`config.mk`:
```
export PLATFORM = sky130hd
export DESIGN_NAME = tlfqs_unit
export DESIGN_NICKNAME = d
export VERILOG_FILES = /design/src/design/tlfqs_pkg.sv /design/src/design/tlfqs_unit.sv
export SDC_FILE = /design/constraint.sdc
export NUM_CORES = 1
export LEC_CHECK = 0
export BUFFER_PORTS_ARGS = -buffer_cell sky130_fd_sc_hd__buf_2
export CAP_MARGIN = 0
export CORE_MARGIN = 3
export CORE_UTILIZATION = 40
export DETAILED_ROUTE_END_ITERATION = 10
export PLACE_DENSITY = 0.8
export SLEW_MARGIN = 15
export SYNTH_ARGS = -nofsm -noshare
export SYNTH_HDL_FRONTEND = slang
export SYNTH_SLANG_ARGS = --single-unit
```
`constraint.sdc`:
```
create_clock -name vclk -period 4.8
set_input_delay 0.24 -clock vclk [all_inputs]
set_output_delay 0.24 -clock vclk [all_outputs]
set_load 0.01 [all_outputs]
```
`src/design/tlfqs_pkg.sv`:
```
// shared types and constants for the three-level feedback queue scheduler
// no dependencies; imported by tlfqs_unit, the scheduler top and the testbench
package tlfqs_pkg;

    localparam int QUEUE_DEPTH_DEF = 16;
    localparam int TICK_BITS_DEF   = 32;

    // command codes
    localparam logic [1:0] OP_READY = 2'd0;
    localparam logic [1:0] OP_PICK  = 2'd1;
    localparam logic [1:0] OP_AGE   = 2'd2;

    // result status codes
    localparam logic [1:0] STAT_DONE  = 2'd0;
    localparam logic [1:0] STAT_EMPTY = 2'd1;
    localparam logic [1:0] STAT_FULL  = 2'd2;

    // configuration register indexes
    localparam logic [1:0] CFG_LOW_THR  = 2'd0;
    localparam logic [1:0] CFG_HIGH_THR = 2'd1;
    localparam logic [1:0] CFG_AGE_LIM  = 2'd2;
    localparam logic [1:0] CFG_AGE_STEP = 2'd3;

    localparam logic [7:0]  LOW_THR_RST  = 8'd49;
    localparam logic [7:0]  HIGH_THR_RST = 8'd99;
    localparam logic [15:0] AGE_LIM_RST  = 16'd1500;
    localparam logic [7:0]  AGE_STEP_RST = 8'd10;

    // memory regions: levels one to three, then scratch
    localparam logic [1:0] REG_L1      = 2'd0;
    localparam logic [1:0] REG_L2      = 2'd1;
    localparam logic [1:0] REG_L3      = 2'd2;
    localparam logic [1:0] REG_SCRATCH = 2'd3;

    typedef struct packed {
        logic [1:0]         opcode;
        logic [7:0]         thread_id;
        logic [7:0]         priority_req;
        logic signed [31:0] remaining_burst;
        logic [31:0]        now_tick;
    } in_item_t;

    typedef struct packed {
        logic [1:0] status;
        logic [7:0] picked_id;
        logic [1:0] picked_level;
    } out_item_t;

    typedef struct packed {
        logic       ahead;
        logic       aged;
        logic [7:0] new_prio;
    } unit_res_t;

    typedef enum logic [4:0] {
        ST_IDLE,
        ST_PICK_HEAD,
        ST_PICK_SHIFT,
        ST_INS_START,
        ST_INS_CMP,
        ST_INS_HEAD,
        ST_A3_START,
        ST_A3_READ,
        ST_A3_VISIT,
        ST_A3_NEXT,
        ST_A3_DRD,
        ST_A3_DWR,
        ST_A2_START,
        ST_A2_CRD,
        ST_A2_CWR,
        ST_A2_READ,
        ST_A2_VISIT,
        ST_A2_NEXT,
        ST_FIN
    } state_t;

endpackage

```
`src/design/tlfqs_unit.sv`:
```
// shared order compare and aging unit
// depends on tlfqs_pkg
module tlfqs_unit import tlfqs_pkg::*; #(
    parameter int TICK_BITS = TICK_BITS_DEF
) (
    input  logic                 prio_order,
    input  logic [7:0]           a_id,
    input  logic [7:0]           a_prio,
    input  logic signed [31:0]   a_key,
    input  logic [7:0]           b_id,
    input  logic [7:0]           b_prio,
    input  logic signed [31:0]   b_key,
    input  logic [TICK_BITS-1:0] b_stamp,
    input  logic [TICK_BITS-1:0] now,
    input  logic [15:0]          age_limit,
    input  logic [7:0]           age_step,
    output unit_res_t            res
);

    logic [TICK_BITS-1:0] wait_ticks;
    logic [8:0]           prio_sum;

    always_comb begin
        // a goes strictly ahead of b
        if (prio_order) begin
            res.ahead = (a_prio != b_prio) ? (a_prio > b_prio) : (a_id < b_id);
        end else begin
            res.ahead = (a_key != b_key) ? (a_key < b_key) : (a_id < b_id);
        end
        wait_ticks   = now - b_stamp;
        res.aged     = wait_ticks > TICK_BITS'(age_limit);
        prio_sum     = {1'b0, b_prio} + {1'b0, age_step};
        res.new_prio = prio_sum[8] ? 8'hff : prio_sum[7:0];
    end

endmodule

```
### Word-level counts from Yosys, hierarchy flattened

Index checks and enable logic that the tools add are counted.

* input port bits: 185
* register bits after elaboration: 0
* output and inout bits: 10
* word-level logic and storage cells: 12

* eq/ne operators: 2
* $lt $le $gt $ge: 4
* add/sub/neg operators: 2
* mux-type cells: 4

Operators by type and width (count)
* $gt A32 B16 Y1: 1
* $lt A32 B32 Y1: 1
* $ne A32 B32 Y1: 1
* $sub A32 B32 Y32: 1
* $add A8 B8 Y9: 1
* $gt A8 B8 Y1: 1
* $lt A8 B8 Y1: 1
* $mux W8: 1
* $ne A8 B8 Y1: 1
* $mux W1: 3

### Longest topological paths before layout

Gate-level depths: netlist of run 1.

* depth in word-level cells: 3
* mapped depth: 19
* mapped depth without buffers: 19

### Least setup slack after synthesis of run 1

Ideal clock, no wire load.

* path type: input-to-output
* start: in b_stamp[6]
* end: out res[8] (netlist bit)
* cell stages on the path: 17
* buffers on the path: 0
* required time: 4560 ps
* arrival time: 3574 ps
* path slack: 986 ps
* cells stage by stage: inv_1 -> ha_1 -> a21o_1 -> nand2b_4 -> o21a_1 -> or2_2 -> o31ai_1 -> nor2_1 -> nor2_1 -> xnor2_1 -> ha_1 -> nand4_1 -> or4_1 -> a21oi_1 -> nand4_1 -> nor4_1 -> nand4_1

RTL lines
* start: declaration: line tlfqs_unit.sv:13 `input logic [TICK_BITS-1:0] b_stamp,`
* end: declaration: line tlfqs_unit.sv:17 `output unit_res_t res`

==> results_dict.tcl, run 1 <==
set metrics [dict create \
    status "completed" \
    hold_viol_final 0 \
    final_max_slew_viol_count 0 \
    dr.pass1.iters 5 \
    endpoint_kind "primary output" \
    tightest_slew_ns 0.634 \
    start_util_pct 41.2 \
    synthCells 563 \
    drive_gt1_share_pct 26.6 \
    fmax_ghz 0.230 \
    ys_seq_area_share_pct 0 \
    place_ws_ns 0.444 \
    cp_data_required_time_ns 4.56 \
    drc_errors 0 \
    fill_cells 972 \
    rows 35 \
    nClkBuffers 0 \
    drt_iter0_drc 206 \
    core_area_um2 9280 \
    area_growth_pct 29.3 \
    io_pins 195 \
    grt_setup_unrepaired "false" \
    portBuffers 195 \
    die_h_um 104 \
    gp_congestion 0.936 \
    synth_fp_nets 852 \
    wl_per_cell_um 12.9 \
    fin_ws_ns 0.446 \
    fin_hold_ws_ns 0.878 \
    crit_fanout 5 \
    ir_drop_v 0.0000613 \
    setup_viol 0 \
    ctsHoldBuffers 0 \
    crit_type "input port to primary output" \
    dpl.hpwl_um 10300 \
    ctsResizeCount 0 \
    nets 1043 \
    grt_usage_pct 20.0 \
    grt_pass1_vias 4270 \
    vias_per_cell 5.12 \
    die_w_um 104 \
    via_count 4523 \
    ant_nets 0 \
    mostFrequentLayoutCell "buf_2" \
    final.setup.tns_ns 0 \
    period_needed_ns 4.35 \
    dieArea_um2 10800 \
    yosys_warnings 0 \
    max_slew_margin_pct 57.3 \
    grt_overflow_total 0 \
    grt_pass1_wl_um 18900 \
    final_cell_mix "195 x buf_2, 106 x inv_1, 102 x ha_1, 48 x a21oi_1, 42 x nand2_1" \
    grt_max_degree 12 \
    holdCritPathClass "input port to primary output" \
    finalCritPeriodShare_pct 90.7 \
    routed_wirelength_um 11400 \
    synth_area_um2 3830 \
    powerDensity_nw_per_um2 112 \
    antenna_found_initial 2 \
    seq_cells 0 \
    cts_setup_buffers 0 \
    leakage_nw 2.99 \
    max_cap_violations 0 \
    cp.arrival_ns 4.11 \
    seq_area_um2 0 \
    final_core_util_pct 53.3 \
    synth_cell_types 44 \
    avgSynthCellArea_um2 6.80 \
    startpoint_type "input port" \
]
-- Yosys cell counts (2+ instances only) --
cell type | instances | area (um^2)
inv_1 | 106 | 398
ha_1 | 102 | 1280
a21oi_1 | 48 | 240
nand2_1 | 42 | 158
a21o_1 | 34 | 255
nor2_1 | 28 | 105
o21ai_0 | 28 | 140
nand4_1 | 20 | 125
xnor2_1 | 16 | 140
nand2b_1 | 15 | 93.8
nand3_1 | 12 | 60.1
xor2_1 | 10 | 87.6
nor3_1 | 9 | 45.0
a31oi_1 | 8 | 50.1
nor2b_1 | 8 | 50.1
o21a_1 | 8 | 60.1
a211oi_1 | 7 | 52.6
o211ai_1 | 7 | 52.6
clkbuf_1 | 6 | 22.5
nor4_1 | 6 | 37.5
a2111oi_0 | 4 | 35.0
and3_1 | 4 | 25.0
mux2i_1 | 4 | 40.0
o2111ai_1 | 4 | 35.0
or3_1 | 4 | 25.0
a211o_1 | 2 | 17.5
a21oi_2 | 2 | 17.5
fa_1 | 2 | 40.0
or2_2 | 2 | 12.5
-- worst max-delay path, stage by stage --
cell	delay, ns
buf_2	0.07
inv_1	0.03
ha_1	0.36
a21o_1	0.22
nand2b_4	0.14
o21a_1	0.20
or2_2	0.35
o31ai_1	0.37
nor2_1	0.07
nor2_1	0.13
xnor2_1	0.08
ha_1	0.30
nand4_1	0.13
or4_1	0.54
a21oi_1	0.20
nand4_1	0.12
nor4_1	0.28
nand4_1	0.12
buf_2	0.15
-- power breakdown --
group          internal [mW]  switching, mW    total [mW]
combinational          0.260          0.294         0.554
sequential                 0              0             0
clock           0.0000000557              0  0.0000000557
total                  0.260          0.294         0.554
-- final timing paths --
check / startpoint / endpoint / slack (ns) / cells past startpoint
min: age_step[0] / res[0] / 0.88 / 4
max: b_stamp[6] / res[8] / 0.45 / 19
-- kinds of logic after synthesis --
family / synth area share [%]
compound gates: 27.2
simple gates: 20.4
buf+inv: 11.0
fa+ha+maj: 34.4
xor+xnor: 5.95
mux: 1.05
-- final cells by class --
class / instances / area (um^2) / share of cell area, %
multi-input combinational: 451 / 3410 / 68.9
timing repair buffer: 195 / 976 / 19.7
antenna: 2 / 5.00 / 0.101
inverter: 106 / 398 / 8.04
tap: 129 / 161 / 3.26
-- per-layer routing --
metal | routed length, um | track usage (%) | up-vias | part of all wire (%)
met5 | 0 | 0 | - | 0
met4 | 152 | 2.28 | 0 | 1.3
met3 | 665 | 1.56 | 12 | 5.9
met2 | 5280 | 35.3 | 159 | 46
met1 | 5260 | 27.3 | 1967 | 46
li1 | - | - | 2385 | -
-- through the flow --
stage                     total power [mW]  cells  area, um^2
after floorplan                      0.374    563        3830
after global placement               0.540    881        4940
after detailed placement             0.549    881        4940
after CTS                            0.552    881        4940
after global routing                 0.633    883        4950
final                                0.554    883        4950
Note: power is estimated with default switching activity, not from simulation.
==> run 2: changes to the inputs <==
- ABC_AREA: unset -> 1
- BUFFER_PORTS_ARGS: -buffer_cell sky130_fd_sc_hd__buf_2 -> unset
- DONT_BUFFER_PORTS: unset -> 1
- PLACE_DENSITY: 0.8 -> 0.62
==> results_dict.tcl, run 2 <==
set metrics [dict create \
    ir_drop_v 0.0000446 \
    grt_overflow_total 0 \
    switchingPower_mw 0.319 \
    antenna_cells 0 \
    yosys_warnings 0 \
    nClkBuffers 0 \
    crit_fanout 3 \
    synth.area.mux_share_pct 0 \
    final_cell_mix "267 x nand2_1, 227 x inv_1, 102 x ha_1, 62 x nor2_1, 59 x a21oi_1" \
    ctsResizeCount 0 \
    die_w_um 112 \
    final.setup.tns_ns 0 \
    synthTopCellsByCount "267 x nand2_1, 227 x inv_1, 102 x ha_1, 62 x nor2_1, 59 x a21oi_1" \
    drc_errors 0 \
    synth-compound-area-share_pct 11.0 \
    grt_max_degree 9 \
    synthCells 845 \
    grt_pass1_wl_um 18800 \
    leakage_nw 3.10 \
    slowest_delay_ns 0.41 \
    dr.pass1.iters 4 \
    nets 1136 \
    seqPwrFrac_pct 0 \
    seq_area_um2 0 \
    fin_hold_ws_ns 0.650 \
    wl_per_cell_um 11.6 \
    cp_slowest_cell "fa_1" \
    cts_setup_buffers 0 \
    grt_usage_pct 17.3 \
    ant_nets 0 \
    final_max_slew_viol_count 0 \
    setup_viol 0 \
    synth-simple-area-share_pct 37.2 \
    core_area_um2 10900 \
    avgSynthCellArea_um2 5.32 \
    grt_setup_unrepaired "false" \
    synthAdderAreaFrac_pct 29.3 \
    io_pins 195 \
    path_cells "inv_1 -> ha_1 -> fa_1 -> inv_1 -> nand3_1 -> nand2_1 -> nand2_1 -> nand2_2 -> nand2_1 -> nand2_2 -> xor2_1 -> ha_1 -> nand2_1 -> nor2_1 -> nand2_1 -> nor2_1 -> a21oi_1 -> nor2_1 -> nand2_1 -> nor2_1 -> nand2_1 -> nor2_1 -> nand2_1" \
    synthXorXnorAreaFrac_pct 3.50 \
    dpl.hpwl_um 10800 \
    mostFrequentLayoutCell "nand2_1" \
    synth_top_area_share_pct 28.4 \
    synth_area_um2 4500 \
    endpoint_kind "primary output" \
    routed_wirelength_um 11500 \
    p_clk_share_pct 0 \
    antenna_found_initial 0 \
    ctsHoldBuffers 0 \
    seq_cells 0 \
    via_count 4587 \
    worst-path-buf-inv 2 \
    drive_gt1_share_pct 2.49 \
    synth_top_area_cell "ha_1" \
    tightest_slew_ns 0.419 \
    crit_type "input port to primary output" \
    max_slew_margin_pct 71.8 \
    intPower_mw 0.197 \
    area_growth_pct 3.89 \
    grt_pass1_vias 4208 \
    synth_fp_nets 1134 \
    gp_congestion 0.910 \
    finalCritPeriodShare_pct 63.0 \
    drt_iter0_drc 303 \
    startpoint_type "input port" \
    yosysMostFrequentCell "nand2_1" \
    cp_data_required_time_ns 4.56 \
    rows 38 \
    crit_family "simple AND/OR/NAND/NOR gates" \
    portBuffers 0 \
    dieArea_um2 12600 \
    vias_per_cell 4.66 \
    swShare_pct 61.9 \
    yosys-top-cells-area "ha_1 28%, nand2_1 22%, inv_1 19%" \
    cp.arrival_ns 2.79 \
    synth_cell_types 27 \
    period_needed_ns 3.03 \
    fmax_ghz 0.330 \
    start_util_pct 41.1 \
    hold_viol_final 0 \
    synth_top_family_by_area "simple AND/OR/NAND/NOR gates" \
    powerDensity_nw_per_um2 110 \
    ys_seq_area_share_pct 0 \
    combPwrFrac_pct 100.0 \
    fill_cells 1323 \
    max_cap_violations 0 \
    holdCritPathClass "input port to primary output" \
    die_h_um 112 \
    status "completed" \
    path_common_cell "nand2_1" \
]
==> run 2: cell count changes in the layout (fill, tap and decap cells not counted), sizes merged, moves of 16 or more <==
cell,change
a21o,-32
nand2b,-16
nand3,+21
nand2,+237
nor2,+37
buf,-195
inv,+122
==> run 2: path summary, 6_finish.rpt <==
kind / start / end / slack [ns] / cells after the start
min: prio_order / res[9] / 0.65 / 3
max: now[0] / res[8] / 1.77 / 23
==> run 2: power groups by stage <==
stage	Sequential, mW	Clock (mW)	Combinational [mW]
final	0	0	0.515
after global routing	0	0	0.610
after CTS	0	0	0.519
after detailed placement	0	0	0.516
after global placement	0	0	0.515
after floorplan	0	0	0.416
==> run 2: cell type report <==
class | instances | area, um^2 | share of cell area, %
Multi-Input combinational cell | 617 | 3640 | 77.9
Tap cell | 140 | 175 | 3.75
Inverter | 228 | 856 | 18.3
==> run 2: logic make-up (layout without fill, tap and decap cells) <==
family,count (synthesis),after routing
fa+ha+maj,104,104
xor+xnor,18,18
buf+inv,228,228
simple gates,405,405
compound gates,90,90
==> run 2: layer usage <==
metal | global-route usage (%) | routed length, um | vias to the layer above
met5 | 0 | 0 | -
met4 | 0.962 | 76 | 0
met3 | 1.78 | 640 | 8
met2 | 30.5 | 5150 | 121
met1 | 24.1 | 5610 | 1866
li1 | - | - | 2592
==> run 2: per-stage QoR <==
| step | utilization (%) | total power [mW] | area [um^2] | setup slack, ns | cells |
|---|---|---|---|---|---|
| final | 42.7 | 0.515 | 4670 | 1.77 | 985 |
| after global routing | 42.7 | 0.610 | 4670 | 1.48 | 985 |
| after CTS | 42.7 | 0.519 | 4670 | 1.77 | 985 |
| after detailed placement | 42.7 | 0.516 | 4670 | 1.77 | 985 |
| after global placement | 42.7 | 0.515 | 4670 | 1.79 | 985 |
| after floorplan | - | 0.416 | 4500 | 2.14 | 845 |
==> run 3: changes to the inputs <==
- PLACE_DENSITY: 0.62 -> 0.64
- clock period: 4.8 -> 2.7 ns (I/O delays scaled with it)
==> results_dict.tcl, run 3 (synthesized netlist as in run 2, its figures left out) <==
set metrics [dict create \
    status "completed" \
    vias_per_cell 4.71 \
    fin_hold_ws_ns 0.431 \
    dr.pass1.iters 5 \
    worst-path-buf-inv 2 \
    ctsHoldBuffers 0 \
    nets 1159 \
    place_ws_ns -0.0432 \
    nClkBuffers 0 \
    fin_ws_ns 0.0701 \
    crit_family "simple AND/OR/NAND/NOR gates" \
    endpoint_kind "primary output" \
    multiInputGateArea_um2 3830 \
    cp.arrival_ns 2.49 \
    ant_nets 0 \
    portBuffers 0 \
    finalCritPeriodShare_pct 97.4 \
    final.setup.tns_ns 0 \
    grt_pass1_wl_um 19600 \
    leakage_nw 3.22 \
    routed_wirelength_um 11800 \
    die_w_um 112 \
    grt_pass1_vias 4359 \
    mostFrequentLayoutCell "nand2_1" \
    core_area_um2 10900 \
    grt_overflow_total 0 \
    final_core_util_pct 46.1 \
    rows 38 \
    drt_iter0_drc 178 \
    seq_area_um2 0 \
    start_util_pct 41.1 \
    io_pins 195 \
    grtUsageMet2_pct 30.8 \
    grt_use_met1_pct 25.6 \
    dieArea_um2 12600 \
    seq_cells 0 \
    fmax_ghz 0.380 \
    ir_drop_v 0.000104 \
    power_mw 1.02 \
    period_needed_ns 2.63 \
    cp_slowest_cell "ha_1" \
    drc_errors 0 \
    path_cells "inv_1 -> ha_1 -> nand2_1 -> inv_1 -> nand2_1 -> nand2_1 -> a21oi_1 -> nand2_2 -> xor2_2 -> ha_1 -> nand2_1 -> nor2_2 -> nand2_1 -> nor2_1 -> a21oi_1 -> nor2_1 -> nand2_1 -> nor2_2 -> nand2_1 -> nor2_1 -> nand2_2" \
    antenna_cells 0 \
    use_met3_pct 1.40 \
    final_cell_mix "265 x nand2_1, 226 x inv_1, 90 x ha_1, 58 x nor2_1, 57 x a21oi_1" \
    holdCritPathClass "input port to primary output" \
    grt_setup_unrepaired "true" \
    grt_usage_pct 18.0 \
    grt_max_degree 9 \
    powerDensity_nw_per_um2 202 \
    dpl.hpwl_um 11000 \
    final_max_slew_viol_count 0 \
    slowest_delay_ns 0.32 \
    max_slew_margin_pct 69.8 \
    area_growth_pct 12.0 \
    fill_cells 1215 \
    setup_viol 0 \
    wl_per_cell_um 11.7 \
    antenna_found_initial 0 \
    grt_busiest_layer "met2" \
    cp_data_required_time_ns 2.57 \
    via_count 4743 \
    hold_viol_final 0 \
    crit_type "input port to primary output" \
    drive_gt1_share_pct 7.95 \
    die_h_um 112 \
    gp_congestion 0.905 \
    path_common_cell "nand2_1" \
    crit_fanout 3 \
    max_cap_violations 0 \
    startpoint_type "input port" \
    cts_setup_buffers 0 \
    tightest_slew_ns 0.448 \
]
==> run 3: changes by cell type in the layout (fill, tap and decap cells not counted), sizes merged <==
| cell | delta |
|---|---|
| buf | +23 |
==> run 3: area by class of cell <==
cell class                 instances  area share, %
timing repair buffer              23           3.43
tap                              140           3.48
multi-input combinational        617           76.1
inverter                         228           17.0
==> run 3: path summary, 6_finish.rpt <==
| path | from | endpoint | slack (ns) | depth (start not counted) |
|---|---|---|---|---|
| setup / recovery | b_stamp[14] | res[8] | 0.07 | 21 |
| hold / removal | prio_order | res[9] | 0.43 | 3 |
==> run 3: worst min-delay path: cells and delay by family <==
kind | cells | cell delay (ns)
AO/OA/AOI/OAI | 1 | 0.02
AND/OR/NAND/NOR | 2 | 0.14
==> run 3: metal layers <==
| layer | share of wire [%] | routed length [um] |
|---|---|---|
| met5 | 0 | 0 |
| met4 | 1.3 | 158 |
| met3 | 5.3 | 627 |
| met2 | 45 | 5280 |
| met1 | 49 | 5740 |
==> run 3: what timing repair did <==
item | CTS | global route
pin swaps | 0 | 3
hold endpoints to repair | 0 | 0
endpoints found under the setup margin | 1 | 1
gates resized for setup | 6 | 22
==> run 3: stage by stage <==
stage	cells	cell area, um^2
final	1008	5040
after global routing	1008	5040
after CTS	1008	4910
after detailed placement	1008	4850
after global placement	1008	4850
after floorplan	845	4500
==> run 3: where the power goes <==
part	internal, mW	switching, mW
Clock	0	0
Sequential	0	0
Combinational	0.421	0.597
