### src/design/tlfqs_ram.sv
// generic single write port ram with registered read
// no dependencies
module tlfqs_ram #(
    parameter int WIDTH = 8,
    parameter int DEPTH = 16
) (
    input  logic                     aclk,
    input  logic                     wr_en,
    input  logic [$clog2(DEPTH)-1:0] wr_addr,
    input  logic [WIDTH-1:0]         wr_data,
    input  logic [$clog2(DEPTH)-1:0] rd_addr,
    output logic [WIDTH-1:0]         rd_data
);

    logic [WIDTH-1:0] mem [DEPTH];
    logic [WIDTH-1:0] rd_data_reg;

    always_ff @(posedge aclk) begin
        if (wr_en) begin
            mem[wr_addr] <= wr_data;
        end
        rd_data_reg <= mem[rd_addr];
    end

    assign rd_data = rd_data_reg;

endmodule

### config.mk
export PLATFORM = sky130hd
export DESIGN_NAME = tlfqs_ram
export DESIGN_NICKNAME = d
export VERILOG_FILES = /design/src/design/tlfqs_ram.sv
export SDC_FILE = /design/constraint.sdc
export NUM_CORES = 1
export LEC_CHECK = 0
export BUFFER_PORTS_ARGS = -buffer_cell sky130_fd_sc_hd__buf_2
export CAP_MARGIN = 20
export CORE_ASPECT_RATIO = 0.9
export CORE_MARGIN = 10
export CORE_UTILIZATION = 45
export DETAILED_ROUTE_END_ITERATION = 16
export PLACE_DENSITY_LB_ADDON = 0.3
export SLEW_MARGIN = 40
export SYNTH_ARGS = -nofsm -noshare
export SYNTH_HDL_FRONTEND = slang
export SYNTH_SLANG_ARGS = --single-unit
### constraint.sdc
create_clock -name aclk -period 2.9 [get_ports aclk]
set_input_delay 0.435 -clock aclk [delete_from_list [all_inputs] [get_ports aclk]]
set_output_delay 0.435 -clock aclk [all_outputs]
set_load 0.01 [all_outputs]
## Yosys cells after proc, flatten, opt, wreduce, memory -nomap -nowiden

Memory sizes are Yosys's and may differ from the RTL's. A register that Yosys moved wholly into a read port is not among the register bits.
Index checks and enable logic that the tools add are counted.

| operators by class | value |
|---|---|
| equal/unequal tests | 0 |
| mux-type cells | 2 |
| bitwise logic cells | 0 |
| reductions and logical operators | 0 |
| $add $sub $neg | 0 |
| shifts and indexed selects | 0 |
| magnitude comparators | 0 |
| div/mod/pow operators | 0 |
| multiply operators | 0 |

Operators by type and width:

| kind | count |
|---|---|
| two-way mux 1 bit | 2 |

| storage, ports and cells | value |
|---|---|
| bits in writable memories | 128 |
| word-level logic and storage cells | 3 |
| register bits | 0 |
| ROM bits | 0 |
| output and inout bits | 8 |
| input bits | 18 |
| bits in latches | 0 |
| memories kept | 1 |

Memory list:

| name | words | width | read ports | clocked after memory_dff | write ports | line | source |
|---|---|---|---|---|---|---|---|
| mem | 16 | 8 | 1 | 1 | 1 | 15 | `logic [WIDTH-1:0] mem [DEPTH];` |

## Depth between registers and ports, before layout

Gate-level depths: netlist of run 1.

| logic depth | value |
|---|---|
| depth in word-level cells | 2 |
| depth in mapped cells | 5 |
| depth with buffers taken out | 3 |

## Worst setup path before layout of run 1

OpenSTA, ideal clock, no wires.

| path | value |
|---|---|
| path kind | input to register |
| start | in wr_addr[2] |
| end | mem mem[0][0] (enable) |
| setup slack | 0.972 ns |
| required time | 2.517 ns |
| setup time | 0.383 ns |
| cell stages on the path | 2 |
| arrival time | 1.545 ns |
| buffers on the path | 0 |
| cells stage by stage | or3b_2 nor3_1 |

RTL lines:

| item | line | source |
|---|---|---|
| start, declared | 9 | `input logic [$clog2(DEPTH)-1:0] wr_addr,` |
| end, declared | 15 |  |

Straight into the memory's write port.

## Final worst setup path of run 1

| path | value |
|---|---|
| start | in wr_addr[2] |
| end | mem mem[3][4] (enable) |

Straight into the memory's write port.

==> load_flow_metrics.sql, run 1 <==
INSERT INTO impl_metrics (metric_group, metric, value, unit) VALUES
('sta', 'tightestPinTransition', '707', 'ps'),
('synth', 'synth-warning-count', '0', ''),
('power', 'power_frac_clock', '0.481', ''),
('clock_network', 'cts.reportedPaths.clkPinSlew', '60', 'ps'),
('grt', 'grt-ovfl-total', '0', ''),
('sta', 'report.final.hold_viol_count', '0', ''),
('synth', 'synthMuxAreaShare', '0.150', ''),
('sta', 'period_share', '0.548', ''),
('sta', 'slew-limit-headroom', '0.527', ''),
('clock_network', 'cts_buffer_depth', '2', ''),
('finish', 'final.fill_count', '841', ''),
('sta', 'finalWorstPathRequiredPeriod', '1590', 'ps'),
('setup_path', 'end_kind', 'flip-flop', ''),
('synth', 'synth_compound_area_frac', '0.0233', ''),
('synth', 'synth_top_family_by_area', 'multiplexers', ''),
('clock_network', 'cts.hold.buffers_added', '0', ''),
('grt', 'grt_antenna_before_repair', '0', ''),
('setup_path', 'timing.critical_path.arrival', '1620', 'ps'),
('synth', 'synthesis.area_per_instance', '22.5', 'um^2'),
('grt', 'grt_start_max_net_pins', '23', ''),
('finish', 'design.final.nets', '293', ''),
('min_path', 'hold_path_start', 'wr_data[7]', ''),
('drt', 'routed_via_density', '5.43', ''),
('power', 'p_sw', '0.934', 'mW'),
('grt', 'globalRouteTotalUtil', '0.134', ''),
('drt', 'postRouteWirelength', '10100', 'um'),
('finish', 'antenna_cells', '0', ''),
('drt', 'detail_route.iter0.violations', '256', ''),
('synth', 'syn-cell-area', '5150', 'um^2'),
('synth', 'netlist_instances', '229', ''),
('power', 'power_frac_comb', '0.045', ''),
('synth', 'synth_seq_area_share', '0.778', ''),
('setup_path', 'worstSetupStartpointType', 'input pin', ''),
('finish', 'final_core_util', '0.557', ''),
('power', 'power.density', '761', 'nW/um^2'),
('finish', 'drive_gt1_frac', '0.326', ''),
('synth', 'synth-adder-area-share', '0', ''),
('grt', 'wire_length_of_the_first_global_routing_pass', '15600', 'um'),
('finish', 'syn_to_final_growth', '18.9', '%'),
('die', 'num_rows', '36', ''),
('synth', 'synth.lib_cells_used.distinct', '19', ''),
('power', 'share_seq_of_total_power', '0.474', ''),
('setup_path', 'setup.reg_to_reg.worst_slack', '1460', 'ps'),
('sta', 'finalWorstSetupSlack', '1310', 'ps'),
('sta', 'max_freq', '0.629', 'GHz'),
('setup_path', 'setup.worst_path.class', 'input pin to flip-flop', ''),
('synth', 'synth_simple_gate_area_share', '0.0318', ''),
('synth', 'synth_top_flop_cell', 'edfxtp_1', ''),
('die', 'top_level_ports', '26', ''),
('drt', 'via_count', '2391', ''),
('power', 'p_int', '3.72', 'mW'),
('placed_design', 'dp_hpwl', '6490', 'um'),
('clock_network', 'post_cts_resize_count', '0', ''),
('setup_path', 'cp_data_required_time', '2940', 'ps'),
('sta', 'maxSlewViolCount', '0', ''),
('drt', 'routedWlPerCell', '22.9', 'um'),
('drt', 'ant_nets', '0', ''),
('power', 'power_switching_share', '0.200', ''),
('sta', 'setup_viol_count_final', '0', ''),
('die', 'die_height', '121', 'um'),
('sta', 'holdWs', '427', 'ps'),
('drt', 'remaining_drc_errors', '0', ''),
('synth', 'total_nets_after_synthesis', '247', ''),
('finish', 'largest_register_ff_count', '128', ''),
('die', 'die_width', '133', 'um'),
('status', 'status', 'complete, no violations', ''),
('setup_path', 'reg2reg_launch_point', 'mem[1][0]', ''),
('clock_network', 'clk-insertion-delay-late', '410', 'ps'),
('power', 'irDropWorstVdd', '0.375', 'mV'),
('setup_path', 'regToRegEndpoint', 'rd_data[0]', ''),
('clock_network', 'tritoncts_num_sinks', '136', '');
cell usage in the layout, fill, tap and decap left out:
master      instances
edfxtp_1          128
buf_2              25
mux4_2             18
clkbuf_16          17
a22oi_1            16
mux4_1             14
buf_4              11
nand2_1             9
dfxtp_1             8
nor2_1              7
nor2_2              6
clkinv_4            5
nor3_1              4
bufinv_16           4
clkinv_2            3
nand3b_1            2
nand2b_1            2
clkinvlp_4          2
nor2b_1             1
and2_1              1
and2b_1             1
nand3_1             1
or3b_2              1
inv_6               1
buf_12              1
power by group through the flow:
stage	registers (mW)	logic, mW	clock network, mW
after floorplan	2.25	0.112	0
after global placement	2.25	0.207	0
after detailed placement	2.25	0.211	0
after CTS	2.21	0.212	2.27
after global routing	2.21	0.227	2.37
final	2.21	0.208	2.24
routing by layer:
metal,global-route usage,routed length (um)
met5,0,0
met4,0.0570,94
met3,0.0418,734
met2,0.198,4760
met1,0.179,4500
worst max-delay path: stages:
cell,delay (ps)
buf_2,120
or3b_2,510
nor2_1,570
cell type report:
type	instances	area [um^2]	area share
Multi-Input combinational cell	83	1070	0.175
Clock inverter	15	203	0.0331
Tap cell	152	190	0.0311
Sequential cell	136	4000	0.654
Clock buffer	17	425	0.0695
Timing Repair Buffer	37	228	0.0372
worst max path at each step:
stage | startpoint | endpoint | slack [ps]
2_1_floorplan | wr_addr[2] | mem[0][0] | 970
3_3_place_gp | wr_addr[2] | mem[2][5] | 890
3_5_place_dp | wr_addr[2] | mem[2][3] | 870
4_1_cts | wr_addr[2] | mem[2][2] | 1290
5_1_grt | wr_addr[2] | mem[3][4] | 1240
6_report | wr_addr[2] | mem[3][4] | 1310
synthesized netlist by cell type (2+ instances only):
library cell     number  area share
nand2_1               9      0.0066
nand3b_1              2      0.0029
mux4_1               14       0.071
edfxtp_1            128        0.75
dfxtp_1               8       0.031
nor3_1                4      0.0039
clkdlybuf4s25_2       3      0.0058
mux4_2               18       0.079
nor2_1               13      0.0095
buf_2                 3      0.0029
a22oi_1              16       0.023
buf_6                 3      0.0066
nand2b_1              2      0.0024
per-stage QoR:
step                      area (um^2)  power (mW)  std cells
final                            6120        4.66        440
after detailed placement         5490        2.46        408
after global routing             6120        4.81        440
after floorplan                  5150        2.37        229
after global placement           5480        2.46        408
after CTS                        6120        4.70        440
cell families after synthesis:
kind of cell	after synthesis
flip-flops	136
AO/OA/AOI/OAI	16
multiplexers	32
AND/OR/NAND/NOR	35
buffers and inverters	10
(Power assumes the default switching activity.)
==> run 2: changes to the inputs <==
clock period = 1.6 ns   (was 2.9 ns; I/O delays follow)
==> load_flow_metrics.sql, run 2 (synthesis gave the netlist of run 1 again) <==
INSERT INTO impl_metrics (metric_group, metric, value, unit) VALUES
('clock_network', 'clock_buffer_count_from_cts', '17', ''),
('sta', 'finalWorstPathRequiredPeriod', '1400', 'ps'),
('drt', 'detail_route.iter0.violations', '297', ''),
('sta', 'maxSlewViolCount', '0', ''),
('drt', 'drt_pre_antenna_iters', '4', ''),
('die', 'start_util', '0.468', ''),
('sta', 'grt_setup_unrepaired', 'no', ''),
('power', 'leakagePower', '2.13', 'nW'),
('die', 'die_height', '121', 'um'),
('setup_path', 'rr_worst_depth', '3', ''),
('clock_network', 'cts.reportedPaths.clkPinSlew', '60', 'ps'),
('min_path', 'worstHoldPathType', 'input pin to flip-flop', ''),
('setup_path', 'end_kind', 'flip-flop', ''),
('setup_path', 'regToRegEndpoint', 'rd_data[1]', ''),
('status', 'status', 'complete, no violations', ''),
('die', 'die-area', '16100', 'um^2'),
('drt', 'via_count', '2407', ''),
('grt', 'grt-ovfl-total', '0', ''),
('setup_path', 'cp_data_required_time', '1890', 'ps'),
('grt', 'grt_pass1_vias', '2563', ''),
('sta', 'setup_viol_count_final', '0', ''),
('sta', 'tightestPinTransition', '742', 'ps'),
('finish', 'syn_to_final_growth', '21.3', '%'),
('drt', 'postRouteWirelength', '9830', 'um'),
('finish', 'final.fill_count', '831', ''),
('die', 'die_width', '133', 'um'),
('power', 'power.density', '1340', 'nW/um^2'),
('setup_path', 'timing.critical_path.fanout_max', '1', ''),
('grt', 'wire_length_of_the_first_global_routing_pass', '15500', 'um'),
('clock_network', 'ctsHtreeMaxLevel', '4', ''),
('grt', 'globalRouteTotalUtil', '0.132', ''),
('power', 'irDropWorstVdd', '0.865', 'mV'),
('drt', 'ant_nets', '0', ''),
('sta', 'final.setup.tns', '0', 'ps'),
('drt', 'routed_via_density', '5.28', ''),
('setup_path', 'timing.critical_path.arrival', '1690', 'ps'),
('sta', 'slew-limit-headroom', '0.504', ''),
('finish', 'final_cell_mix', 'edfxtp_1, buf_2, buf_4', ''),
('flow_run', 'total_of_max_cap_violations', '0', ''),
('clock_network', 'cts.hold.buffers_added', '0', ''),
('clock_network', 'tritoncts_num_sinks', '136', ''),
('clock_network', 'cts_buffer_depth', '2', ''),
('placed_design', 'io_buffers', '25', ''),
('setup_path', 'worstSetupStartpointType', 'flip-flop', ''),
('sta', 'fin_clk_skew', '8.99', 'ps'),
('clock_network', 'postCtsSetupBuffers', '0', ''),
('min_path', 'hold_path_start', 'wr_data[4]', ''),
('die', 'num_rows', '36', ''),
('drt', 'routedWlPerCell', '21.5', 'um'),
('finish', 'drive_gt1_frac', '0.349', ''),
('drt', 'remaining_drc_errors', '0', ''),
('placed_design', 'dp_hpwl', '6400', 'um'),
('finish', 'antenna_cells', '0', ''),
('finish', 'design.final.nets', '309', ''),
('clock_network', 'post_cts_resize_count', '0', ''),
('grt', 'grt_antenna_before_repair', '0', ''),
('placed_design', 'gp_congestion', '0.766', ''),
('clock_network', 'tritoncts', 'yes', ''),
('setup_path', 'setup.worst_path.class', 'flip-flop to flip-flop', ''),
('setup_path', 'setup.reg_to_reg.worst_slack', '200', 'ps'),
('die', 'placeableCoreArea', '11000', 'um^2'),
('sta', 'holdWs', '204', 'ps'),
('min_path', 'holdPathEnd', 'mem[6][4]', ''),
('power', 'design_power_total', '8.36', 'mW'),
('clock_network', 'clk-insertion-delay-late', '410', 'ps'),
('sta', 'period_share', '0.874', ''),
('grt', 'grt_start_max_net_pins', '33', ''),
('min_path', 'hold_depth', '1', ''),
('die', 'top_level_ports', '26', ''),
('setup_path', 'reg2reg_launch_point', 'mem[1][1]', ''),
('sta', 'max_freq', '0.715', 'GHz'),
('finish', 'commonest_non_fill_non_tap_cell_in_the_layout', 'edfxtp_1', ''),
('clock_network', 'cts_root_buf', 'clkbuf_16', ''),
('finish', 'largest_register_ff_count', '128', ''),
('sta', 'report.final.hold_viol_count', '0', '');
## run 2: layer usage
metal | vias to the layer above | part of all wire | GRT usage
met5 | - | 0 | 0
met4 | 0 | 0.0056 | 0.0481
met3 | 4 | 0.070 | 0.0480
met2 | 80 | 0.46 | 0.189
met1 | 1225 | 0.46 | 0.180
li1 | 1098 | - | -
## run 2: critical path, stage by stage (launching register included)
cell and delay, ps:
edfxtp_1 360, mux4_1 500, a22oi_1 330, nand2_1 80
## run 2: worst max-delay path by stage
stage | to | cells after the start | slack [ps] | start
floorplan | mem[3][0] | 2 | 90 | wr_addr[2]
global placement | rd_data[1] | 5 | -80 | rd_addr[0]
detailed placement | rd_data[3] | 5 | -80 | rd_addr[0]
CTS | rd_data[1] | 3 | 230 | mem[1][1]
global route | rd_data[2] | 3 | 140 | mem[2][2]
finish | rd_data[1] | 3 | 200 | mem[1][1]
## run 2: cell type report
type	instances	area, um^2	share of cell area
Sequential cell	136	4000	0.641
Timing Repair Buffer	53	373	0.0597
Multi-Input combinational cell	83	1060	0.171
Clock buffer	18	439	0.0703
Tap cell	152	190	0.0305
Clock inverter	14	174	0.0279
## run 2: per-stage QoR
step | instances | cell area, um^2 | setup slack (ps) | util
after floorplan | 229 | 5150 | 93.9 | -
after global placement | 424 | 5630 | -79.9 | 0.512
after detailed placement | 424 | 5630 | -75.5 | 0.512
after CTS | 456 | 6240 | 227 | 0.568
after global routing | 456 | 6240 | 136 | 0.568
final | 456 | 6240 | 202 | 0.568
## run 2: power by group
part / switching [mW] / total (mW) / leakage, nW / internal, mW
sequential: 0.0224 / 4.01 / 1.22 / 3.98
clock: 1.47 / 3.96 / 0.277 / 2.50
combinational: 0.219 / 0.392 / 0.633 / 0.173
total: 1.71 / 8.36 / 2.13 / 6.65
==> run 3: changes to the inputs <==
CORE_UTILIZATION = 51   (was 45)
==> load_flow_metrics.sql, run 3 (synthesis gave the netlist of run 1 again) <==
INSERT INTO impl_metrics (metric_group, metric, value, unit) VALUES
('drt', 'routedWlPerCell', '22.1', 'um'),
('grt', 'grt-ovfl-total', '0', ''),
('clock_network', 'cts.reportedPaths.clkPinSlew', '60', 'ps'),
('placed_design', 'dp_hpwl', '6150', 'um'),
('drt', 'postRouteWirelength', '9330', 'um'),
('drt', 'remaining_drc_errors', '0', ''),
('setup_path', 'setup.worst_path.class', 'flip-flop to flip-flop', ''),
('grt', 'grt_pass1_vias', '2436', ''),
('finish', 'antenna_cells', '0', ''),
('placed_design', 'io_buffers', '25', ''),
('finish', 'final_core_util', '0.632', ''),
('finish', 'syn_to_final_growth', '19.6', '%'),
('sta', 'setup_viol_count_final', '0', ''),
('clock_network', 'clock_buffer_count_from_cts', '17', ''),
('drt', 'ant_nets', '0', ''),
('power', 'design_power_total', '8.26', 'mW'),
('finish', 'drive_gt1_frac', '0.327', ''),
('finish', 'final_cell_mix', 'edfxtp_1, buf_2, mux4_2', ''),
('min_path', 'worstHoldPathType', 'input pin to flip-flop', ''),
('clock_network', 'cts.hold.buffers_added', '0', ''),
('grt', 'grt_antenna_before_repair', '0', ''),
('clock_network', 'cts_buffer_depth', '2', ''),
('setup_path', 'end_kind', 'flip-flop', ''),
('drt', 'drt_pre_antenna_iters', '5', ''),
('power', 'power.density', '1340', 'nW/um^2'),
('die', 'die-area', '14500', 'um^2'),
('clock_network', 'tritoncts', 'yes', ''),
('sta', 'finalWorstPathRequiredPeriod', '1490', 'ps'),
('placed_design', 'detailed_place.area', '5560', 'um^2'),
('power', 'irDropWorstVdd', '0.770', 'mV'),
('grt', 'wire_length_of_the_first_global_routing_pass', '14600', 'um'),
('die', 'die_width', '126', 'um'),
('clock_network', 'ctsHtreeMaxLevel', '4', ''),
('finish', 'layout.cell_area.non_filler', '6160', 'um^2'),
('sta', 'report.final.hold_viol_count', '0', ''),
('finish', 'design.final.nets', '302', ''),
('die', 'top_level_ports', '26', ''),
('setup_path', 'timing.critical_path.fanout_max', '1', ''),
('grt', 'globalRouteTotalUtil', '0.136', ''),
('clock_network', 'tritoncts_num_sinks', '136', ''),
('finish', 'commonest_non_fill_non_tap_cell_in_the_layout', 'edfxtp_1', ''),
('clock_network', 'cts_root_buf', 'clkbuf_8', ''),
('die', 'start_util', '0.528', ''),
('sta', 'grt_setup_unrepaired', 'no', ''),
('sta', 'finalWorstSetupSlack', '111', 'ps'),
('setup_path', 'worstSetupStartpointType', 'flip-flop', ''),
('die', 'placeableCoreArea', '9740', 'um^2'),
('sta', 'maxSlewViolCount', '0', ''),
('finish', 'largest_register_ff_count', '128', ''),
('placed_design', 'gp_congestion', '0.741', ''),
('clock_network', 'postCtsSetupBuffers', '0', ''),
('power', 'leakagePower', '2.11', 'nW'),
('placed_design', 'place.detailed.instances', '391', ''),
('status', 'status', 'complete, no violations', ''),
('flow_run', 'total_of_max_cap_violations', '0', ''),
('die', 'die_height', '115', 'um'),
('setup_path', 'cp_data_required_time', '1980', 'ps'),
('sta', 'period_share', '0.931', ''),
('sta', 'tightestPinTransition', '706', 'ps'),
('drt', 'routed_via_density', '5.63', ''),
('sta', 'slew-limit-headroom', '0.528', ''),
('clock_network', 'post_cts_resize_count', '0', ''),
('grt', 'grt_start_max_net_pins', '33', ''),
('clock_network', 'clk-insertion-delay-late', '520', 'ps'),
('placed_design', 'worst_setup_slack_post_dpl', '-176', 'ps'),
('sta', 'max_freq', '0.672', 'GHz'),
('drt', 'via_count', '2381', ''),
('sta', 'fin_clk_skew', '9.53', 'ps'),
('drt', 'detail_route.iter0.violations', '287', ''),
('finish', 'layoutNonFillerInstCount', '423', ''),
('die', 'num_rows', '34', ''),
('setup_path', 'timing.critical_path.arrival', '1870', 'ps');
[run 3: worst paths after layout]
check	startpoint	endpoint	slack, ps	depth (start not counted)
hold reg to reg	mem[14][0]	rd_data[0]	660	3
setup / recovery	mem[9][1]	rd_data[1]	110	3
setup reg to reg	mem[9][1]	rd_data[1]	110	3
hold / removal	wr_data[0]	mem[5][0]	100	1
[run 3: stage by stage]
step                TNS [ps]  hold WS [ps]
floorplan                  0           339
global route               0           109
CTS                        0          90.6
global placement        -272           631
finish                     0          96.2
detailed placement      -410           641
[run 3: power by group]
| part | total [mW] | internal [mW] | switching (mW) |
|---|---|---|---|
| Sequential | 4.01 | 3.98 | 0.0254 |
| Clock | 3.87 | 2.43 | 1.44 |
| Combinational | 0.380 | 0.170 | 0.210 |
| Total | 8.26 | 6.58 | 1.68 |
[run 3: area by class of cell]
cell class / count / area, um^2
Sequential cell: 136 / 4000
Fill cell: 649 / 3580
Multi-Input combinational cell: 83 / 1060
Clock buffer: 19 / 432
Timing Repair Buffer: 46 / 333
Clock inverter: 13 / 169
Tap cell: 126 / 158
[run 3: worst max-delay path, cell delays in order (launching register included)]
cell and delay (ps):
edfxtp_1 390, mux4_1 520, a22oi_1 350, nand2_1 100
[run 3: metal layers]
layer,share of wire,global-route usage
met1,0.46,0.183
met2,0.47,0.206
met3,0.056,0.0410
met4,0.015,0.0546
met5,0,0
